**config.mk**
```make
export PLATFORM = sky130hd
export DESIGN_NAME = fire_mode_feeder_controller
export DESIGN_NICKNAME = d
export VERILOG_FILES = /design/src/rtl/fmfc_pkg.sv /design/src/rtl/fire_mode_feeder_controller.sv /design/src/rtl/fmfc_csr.sv /design/src/rtl/fmfc_core.sv
export SDC_FILE = /design/constraint.sdc
export NUM_CORES = 1
export LEC_CHECK = 0
export BUFFER_PORTS_ARGS = -buffer_cell sky130_fd_sc_hd__buf_4
export CORE_UTILIZATION = 64
export CTS_CLUSTER_DIAMETER = 60
export DETAILED_ROUTE_END_ITERATION = 8
export GPL_TIMING_DRIVEN = 0
export MAX_ROUTING_LAYER = met4
export PLACE_DENSITY = 0.86
export SLEW_MARGIN = 20
export SYNTH_ARGS = -nofsm -noshare
export SYNTH_HDL_FRONTEND = slang
export SYNTH_SLANG_ARGS = --single-unit
```
**constraint.sdc**
```tcl
create_clock -name clock -period 6.9 [get_ports clock]
set_input_delay 1.38 -clock clock [delete_from_list [all_inputs] [get_ports clock]]
set_output_delay 1.38 -clock clock [all_outputs]
set_load 0.03 [all_outputs]
```
**src/rtl/fmfc_pkg.sv**
```systemverilog
// fmfc_pkg: shared types and constants for the fire mode feeder controller
// used by fmfc_csr, fmfc_core and fire_mode_feeder_controller
`timescale 1ns / 1ps

package fmfc_pkg;

   localparam int unsigned SpeedWidth  = 15;
   localparam int unsigned TargetWidth = 16;
   localparam int unsigned PressWidth  = 16;
   localparam int unsigned RiseWidth   = 8;
   localparam int unsigned AngleWidth  = 13;
   localparam int unsigned CsrIdxWidth = 3;
   localparam int unsigned CsrDataWidth = 16;
   localparam int unsigned ReqDataWidth = 40;
   localparam int unsigned RspDataWidth = 56;

   // register reset values
   localparam logic [PressWidth-1:0] LongPressReset     = 16'd1000;
   localparam logic [RiseWidth-1:0]  SingleShotReset    = 8'd5;
   localparam logic [SpeedWidth-1:0] CurrentLimitReset  = 15'd8000;
   localparam logic [SpeedWidth-1:0] FeedSpeedReset     = 15'd7200;
   localparam logic [SpeedWidth-1:0] BackoffSpeedReset  = 15'd1800;
   localparam logic [SpeedWidth-1:0] WheelSpeedReset    = 15'd8170;
   localparam logic [SpeedWidth-1:0] OverrideSpeedReset = 15'd14400;

   localparam logic [PressWidth-1:0] PressMax = '1;
   localparam logic [RiseWidth-1:0]  RiseMax  = '1;

   typedef enum logic [1:0] {
      MODE_SINGLE = 2'd0,
      MODE_CONT   = 2'd1,
      MODE_STOP   = 2'd2
   } mode_type;

   typedef enum logic [CsrIdxWidth-1:0] {
      CSR_LONG_PRESS     = 3'd0,
      CSR_SINGLE_SHOT    = 3'd1,
      CSR_CURRENT_LIMIT  = 3'd2,
      CSR_FEED_SPEED     = 3'd3,
      CSR_BACKOFF_SPEED  = 3'd4,
      CSR_WHEEL_SPEED    = 3'd5,
      CSR_OVERRIDE_SPEED = 3'd6
   } csr_index_type;

   typedef struct packed {
      logic [PressWidth-1:0] long_press_ticks;
      logic [RiseWidth-1:0]  single_shot_rises;
      logic [SpeedWidth-1:0] current_limit;
      logic [SpeedWidth-1:0] feed_speed;
      logic [SpeedWidth-1:0] backoff_speed;
      logic [SpeedWidth-1:0] wheel_speed;
      logic [SpeedWidth-1:0] override_speed;
   } cfg_type;

   typedef struct packed {
      logic                     fire_button;
      logic [1:0]               mode_switch;
      logic [AngleWidth-1:0]    feeder_angle;
      logic signed [15:0]       feeder_current;
      logic                     force_reverse;
   } item_type;

   typedef struct packed {
      logic [PressWidth-1:0] press_ticks;
      mode_type              mode;
      logic [RiseWidth-1:0]  rise_count;
      logic [AngleWidth-1:0] prev_angle;
   } state_type;

   typedef struct packed {
      logic signed [TargetWidth-1:0] left_wheel_target;
      logic signed [TargetWidth-1:0] right_wheel_target;
      logic signed [TargetWidth-1:0] feeder_target;
      logic [1:0]                    fire_mode;
   } result_type;

endpackage

```
**src/rtl/fire_mode_feeder_controller.sv**
```systemverilog
// fire_mode_feeder_controller: top level, input stage, tick state and result register
// depends on fmfc_pkg, fmfc_csr, fmfc_core
`timescale 1ns / 1ps
//
// channel   | direction | transfer
// ----------+-----------+-------------------------------------------------
// req_      | in        | one control tick: button, switch, angle, current
// rsp_      | out       | one result per tick: wheel and feeder targets
// csr_      | in        | one register write: index and data
//
// an accepted item is held in the input stage register, is evaluated against
// the tick state there and lands in the result register when that advances,
// which raises rsp_tvalid; one item per cycle sustained while rsp_tready
// stays high.
// the state update and the result load happen on the same edge, so the next
// item always sees the state left by the one before it.
// reset (synchronous, active high) clears the state, both stage valids and
// restores the register defaults. a stalled rsp_ side holds the result and
// the input stage; req_tready drops only when both are full and rsp_tready is low.

module fire_mode_feeder_controller
   import fmfc_pkg::*;
(
   input  logic                    clock,
   input  logic                    reset,
   input  logic                    req_tvalid,
   output logic                    req_tready,
   // [0] fire_button, [2:1] mode_switch, [15:3] feeder_angle,
   // [31:16] feeder_current, [32] force_reverse, [39:33] zero
   input  logic [ReqDataWidth-1:0] req_tdata,
   output logic                    rsp_tvalid,
   input  logic                    rsp_tready,
   // [15:0] left_wheel_target, [31:16] right_wheel_target,
   // [47:32] feeder_target, [49:48] fire_mode, [55:50] zero
   output logic [RspDataWidth-1:0] rsp_tdata,
   input  logic                    csr_valid,
   output logic                    csr_ready,
   input  logic [CsrIdxWidth-1:0]  csr_index,
   input  logic [CsrDataWidth-1:0] csr_data
);

   cfg_type    cfg;
   item_type   req_item;
   item_type   item_ff;
   logic       item_valid_ff;
   state_type  state_ff;
   state_type  state_in;
   result_type result_in;
   result_type result_ff;
   logic       rsp_valid_ff;
   logic       advance;

   fmfc_csr u_csr (
      .clock     (clock),
      .reset     (reset),
      .csr_valid (csr_valid),
      .csr_ready (csr_ready),
      .csr_index (csr_index),
      .csr_data  (csr_data),
      .cfg       (cfg)
   );

   fmfc_core u_core (
      .cfg        (cfg),
      .state      (state_ff),
      .item       (item_ff),
      .state_next (state_in),
      .result     (result_in)
   );

   // unpack the request word
   assign req_item.fire_button    = req_tdata[0];
   assign req_item.mode_switch    = req_tdata[2:1];
   assign req_item.feeder_angle   = req_tdata[15:3];
   assign req_item.feeder_current = $signed(req_tdata[31:16]);
   assign req_item.force_reverse  = req_tdata[32];

   // input stage moves into the result register when that is free or draining
   assign advance    = item_valid_ff && (!rsp_valid_ff || rsp_tready);
   assign req_tready = !item_valid_ff || advance;

   always_ff @(posedge clock) begin
      if (reset) begin
         item_valid_ff <= 1'b0;
      end else if (req_tready) begin
         item_valid_ff <= req_tvalid;
      end
   end

   always_ff @(posedge clock) begin
      if (req_tready && req_tvalid) begin
         item_ff <= req_item;
      end
   end

   // tick state only moves when an item is evaluated
   always_ff @(posedge clock) begin
      if (reset) begin
         state_ff.press_ticks <= '0;
         state_ff.mode        <= MODE_SINGLE;
         state_ff.rise_count  <= '0;
         state_ff.prev_angle  <= '0;
      end else if (advance) begin
         state_ff <= state_in;
      end
   end

   always_ff @(posedge clock) begin
      if (reset) begin
         rsp_valid_ff <= 1'b0;
      end else if (advance) begin
         rsp_valid_ff <= 1'b1;
      end else if (rsp_tready) begin
         rsp_valid_ff <= 1'b0;
      end
   end

   always_ff @(posedge clock) begin
      if (advance) begin
         result_ff <= result_in;
      end
   end

   assign rsp_tvalid = rsp_valid_ff;
   assign rsp_tdata  = {6'b0, result_ff.fire_mode, result_ff.feeder_target,
                        result_ff.right_wheel_target, result_ff.left_wheel_target};

endmodule

```
**src/rtl/fmfc_csr.sv**
```systemverilog
// fmfc_csr: configuration register file, one write per transfer
// depends on fmfc_pkg
`timescale 1ns / 1ps

module fmfc_csr
   import fmfc_pkg::*;
(
   input  logic                    clock,
   input  logic                    reset,
   input  logic                    csr_valid,
   output logic                    csr_ready,
   input  logic [CsrIdxWidth-1:0]  csr_index,
   input  logic [CsrDataWidth-1:0] csr_data,
   output cfg_type                 cfg
);

   cfg_type cfg_ff;
   cfg_type cfg_in;

   assign csr_ready = 1'b1;
   assign cfg       = cfg_ff;

   always_comb begin
      cfg_in = cfg_ff;
      if (csr_valid) begin
         unique case (csr_index_type'(csr_index))
            CSR_LONG_PRESS:     cfg_in.long_press_ticks  = csr_data;
            CSR_SINGLE_SHOT:    cfg_in.single_shot_rises = csr_data[RiseWidth-1:0];
            CSR_CURRENT_LIMIT:  cfg_in.current_limit     = csr_data[SpeedWidth-1:0];
            CSR_FEED_SPEED:     cfg_in.feed_speed        = csr_data[SpeedWidth-1:0];
            CSR_BACKOFF_SPEED:  cfg_in.backoff_speed     = csr_data[SpeedWidth-1:0];
            CSR_WHEEL_SPEED:    cfg_in.wheel_speed       = csr_data[SpeedWidth-1:0];
            CSR_OVERRIDE_SPEED: cfg_in.override_speed    = csr_data[SpeedWidth-1:0];
            default:            cfg_in = cfg_ff;   // unmapped index ignored
         endcase
      end
   end

   always_ff @(posedge clock) begin
      if (reset) begin
         cfg_ff.long_press_ticks  <= LongPressReset;
         cfg_ff.single_shot_rises <= SingleShotReset;
         cfg_ff.current_limit     <= CurrentLimitReset;
         cfg_ff.feed_speed        <= FeedSpeedReset;
         cfg_ff.backoff_speed     <= BackoffSpeedReset;
         cfg_ff.wheel_speed       <= WheelSpeedReset;
         cfg_ff.override_speed    <= OverrideSpeedReset;
      end else begin
         cfg_ff <= cfg_in;
      end
   end

endmodule

```
**src/rtl/fmfc_core.sv**
```systemverilog
// fmfc_core: combinational tick update, next state and result from one item
// depends on fmfc_pkg
`timescale 1ns / 1ps

module fmfc_core
   import fmfc_pkg::*;
(
   input  cfg_type    cfg,
   input  state_type  state,
   input  item_type   item,
   output state_type  state_next,
   output result_type result
);

   logic                           rel_short;
   logic                           over_limit;
   logic [PressWidth-1:0]          press_mid;
   logic [PressWidth-1:0]          press_next;
   mode_type                       mode_sel;
   mode_type                       mode_fin;
   logic [RiseWidth-1:0]           rise_fin;
   logic                           shot_left;
   logic signed [TargetWidth-1:0]  feed_neg;
   logic signed [TargetWidth-1:0]  mode_target;
   logic signed [TargetWidth-1:0]  feeder;
   logic signed [TargetWidth:0]    cur_ext;
   logic signed [TargetWidth:0]    lim_pos;
   logic signed [TargetWidth:0]    lim_neg;
   logic signed [TargetWidth-1:0]  wheel;

   assign feed_neg = -$signed({1'b0, cfg.feed_speed});

   // press tracking and mode selection
   always_comb begin
      rel_short  = (state.press_ticks != '0) &&
                   (state.press_ticks < cfg.long_press_ticks) && !item.fire_button;
      over_limit = state.press_ticks > cfg.long_press_ticks;
      press_mid  = rel_short ? '0 : state.press_ticks;
      mode_sel   = state.mode;
      if (rel_short) begin
         mode_sel = MODE_SINGLE;
      end
      if (over_limit) begin
         mode_sel = MODE_CONT;
      end
      press_next = press_mid;
      if (item.fire_button) begin
         if (press_mid != PressMax) begin
            press_next = press_mid + 1'b1;
         end
      end else if (over_limit) begin
         press_next = '0;
         mode_sel   = MODE_STOP;
      end
   end

   // feeder target from mode, rise counting in single shot
   always_comb begin
      shot_left   = state.rise_count < cfg.single_shot_rises;
      mode_fin    = mode_sel;
      rise_fin    = state.rise_count;
      mode_target = '0;
      unique case (mode_sel)
         MODE_SINGLE: begin
            if (shot_left) begin
               mode_target = feed_neg;
               if ((item.feeder_angle > state.prev_angle) && (state.rise_count != RiseMax)) begin
                  rise_fin = state.rise_count + 1'b1;
               end
            end else begin
               mode_fin = MODE_STOP;
               rise_fin = '0;
            end
         end
         MODE_CONT: begin
            mode_target = feed_neg;
            rise_fin    = '0;
         end
         default: begin
            mode_target = '0;
            rise_fin    = '0;
         end
      endcase
   end

   // overcurrent backoff then override
   always_comb begin
      cur_ext = {item.feeder_current[TargetWidth-1], item.feeder_current};
      lim_pos = $signed({2'b00, cfg.current_limit});
      lim_neg = -lim_pos;
      feeder  = mode_target;
      priority if (item.force_reverse) begin
         feeder = -$signed({1'b0, cfg.override_speed});
      end else if (cur_ext > lim_pos) begin
         feeder = -$signed({1'b0, cfg.backoff_speed});
      end else if (cur_ext < lim_neg) begin
         feeder = $signed({1'b0, cfg.backoff_speed});
      end
   end

   assign wheel = item.mode_switch[1] ? $signed({1'b0, cfg.wheel_speed}) : '0;

   assign state_next.press_ticks = press_next;
   assign state_next.mode        = mode_fin;
   assign state_next.rise_count  = rise_fin;
   assign state_next.prev_angle  = item.feeder_angle;

   assign result.left_wheel_target  = -wheel;
   assign result.right_wheel_target = wheel;
   assign result.feeder_target      = feeder;
   assign result.fire_mode          = mode_fin;

endmodule

```
==> metrics.cfg <==
[outcome]
status=complete, no violations

[sta]
slew_headroom=0.260
max_freq_ghz=0.237
clock_skew_ps=18.4
finalHoldViolations=0
rsz0062_at_grt=no
finalMaxSlewViolations=0
fin_ws_ps=2690
finalCritPeriodShare=0.610
period_needed_ps=4210
fin_setup_tns_ps=0
setup_viol=0
worst_pin_slew_ps=1100

[clock_tree]
clockBufferDepth=3
clkTransAtPathRegs_ps=60
clock_latency_ps=510
cts_tree=built
ctsHtreeMaxLevel=1
post_cts_buffers=0
clkSinkCount=220
cts_buffers=23
cts_resized=0
ctsRootBufferMaster=clkbuf_16
ctsHoldBuffers=0

[floorplan]
fp.dieH_um=135
die_w_um=135
die_area_um2=18400
num_io_pins=123
start_util=0.657
row_count=48
core_um2=17400

[pwr]
p_comb_frac=0.116
p_switching_w=0.000751
power.total_w=0.00301
pwr_density_cell_nw_per_um2=227
p_leak_nw=5.29
ir_drop_mv=0.208
internal-power_w=0.00226
p_seq_frac=0.474
clkPwrFrac=0.410
p_sw_frac=0.249

[finish]
drive_above_1_share=0.127
mostFrequentLayoutCell=nand2_1
mostFrequentLayoutCells=254 x nand2_1, 140 x dfxtp_1, 122 x a21oi_1
multiInputGateArea_um2=5640
area_growth_pct=16.4
nets=1550
fillers=1176
seq_area_um2=5200
diodes=0

[critical_path]
cp.arrival_ps=4610
path_max_fanout=10
r2r-end=state_ff[38]$_SDFFE_PP0P_
crit_path_end_kind=flop
regToRegSetupSlack_ps=2690
r2r_cells=15
worstSetupPathType=flop to flop
worstSetupStartpointType=flop
worstPathRequired_ps=7290
reg2reg_from=state_ff[38]$_SDFFE_PP0P_

[yosys]
syn-mean-instance-area_um2=8.94
synth-warning-count=0
seq_area_frac_synth=0.456
synth-edff-count=80
synth-main-ff-cell=dfxtp_1
yosysTopAreaCellShare=0.246
synth_top_area_cell=dfxtp_1
synthCells=1275
synth_cell_types=76
synth_async_sr_flop_share=0
syn_area_um2=11400
synthTopCellsByArea=dfxtp_1 25%, edfxtp_1 21%, nand2_1 8.4%
synth-seq-cells=220

[place]
preCtsSetupSlack_ps=2810
dp_hpwl_um=20700
gp_congestion=0.941
io_buffers=105

[route]
routed_via_density=6.04
detail-route-antenna-nets=0
wl_um=28800
drc=0
routed-via-count=9984
wl_per_cell_um=17.5
drt_iter0_markers=904
drtPass1Iterations=6

[min_path]
hold_path_end=u_csr.cfg[96]$_SDFFE_PP0P_
hp-start=u_csr.cfg[96]$_SDFFE_PP0P_
hold_depth=2
hold_path_class=flop to flop

[global_routing]
grt_pass1_wl_um=45700
grt_pass1_vias=9511
overflow=0
grt_antenna_before_repair=0
grt_max_degree=58
grt.total_usage=0.325

[flow_run]
maxCapViolations=0

==> state kept, by name, indices dropped and copies added, names as in the netlist <==
register	cells
u_csr.cfg	99
rsp_tdata	48
state_ff	39
item_ff	32
item_valid_ff	1
rsp_tvalid	1
==> cells in the mapped netlist, drive strengths merged (4+ instances only) <==
master	number
nand3b	25
clkbuf	42
nor3	25
a21o	7
xnor2	31
xor2	25
or3b	4
ha	74
and2	12
nor2	77
and3	10
buf	13
a32oi	8
inv	77
o31ai	4
a311oi	10
a22oi	5
or3	15
nand2b	11
nand4	20
nand2	255
nor2b	10
dfxtp	140
and4	6
edfxtp	80
a21oi	122
o21a	4
nor4	20
nand3	27
a211oi	5
o21ai	34
a211o	16
a31oi	15
==> per-stage QoR <==
stage          hold slack [ps]  cell area [um2]  std cells   util
2_1_floorplan              432            11400       1281      -
3_3_place_gp               442            12500       1611  0.720
3_5_place_dp               446            12500       1612  0.722
4_1_cts                    455            13300       1652  0.765
5_1_grt                    466            13300       1652  0.765
6_report                   453            13300       1652  0.765
==> critical path, cell delays in order (launching register included) <==
cell and delay (ps):
dfxtp_1 390, ha_1 340, nand4_2 170, a2111oi_1 730, nor3_1 170, buf_2 240, nor2b_1 140, ha_1 220
nand3_1 140, nor4b_1 590, nor3_1 140, and2_1 220, nor2b_1 180, nand4_1 120, o21ai_0 110, o21ba_2 200
==> routing by layer <==
metal / track usage / share of wire / vias up
met1: 0.395 / 0.40 / 4704
met2: 0.555 / 0.50 / 445
li1: - / - / 4753
met4: 0.124 / 0.032 / 0
met3: 0.0363 / 0.075 / 82
met5: - / 0 / -
==> power groups by stage <==
stage / registers, W / clock network, W / logic, W
2_1_floorplan: 0.00148 / 0 / 0.000191
3_3_place_gp: 0.00145 / 0 / 0.000327
3_5_place_dp: 0.00146 / 0 / 0.000341
4_1_cts: 0.00143 / 0.00124 / 0.000345
5_1_grt: 0.00143 / 0.00129 / 0.000379
6_report: 0.00143 / 0.00124 / 0.000349
==> cell families after synthesis <==
family | after synthesis | share of synthesized area
AND/OR/NAND/NOR | 533 | 0.225
AO/OA/AOI/OAI | 254 | 0.140
flip-flops | 220 | 0.456
buffers and inverters | 134 | 0.0513
adder cells (fa/ha/maj) | 74 | 0.0812
XOR/XNOR | 56 | 0.0430
other | 2 | 0.000659
multiplexers | 2 | 0.00187
==> worst max path at each step <==
stage                     slack [ps]                      start                         to
final                           2690  state_ff[38]$_SDFFE_PP0P_  state_ff[38]$_SDFFE_PP0P_
after global routing            2430  state_ff[36]$_SDFFE_PP0P_  state_ff[38]$_SDFFE_PP0P_
after CTS                       2780  state_ff[36]$_SDFFE_PP0P_  state_ff[38]$_SDFFE_PP0P_
after detailed placement        2810  state_ff[36]$_SDFFE_PP0P_  state_ff[38]$_SDFFE_PP0P_
after global placement          2290                 rsp_tready    rsp_tdata[33]$_DFFE_PP_
after floorplan                 3070                 rsp_tready     rsp_tdata[0]$_DFFE_PP_
==> area by class of cell <==
type                    count  share of cell area
flip-flops and latches    220               0.392
clock buffers              32              0.0490
repair buffers            106              0.0615
plain buffers              56              0.0223
clock inverters             8             0.00698
multi-input cells         927               0.425
inverters                  78              0.0221
well taps                 225              0.0212
No activity file was read; power rests on OpenSTA's default activity.
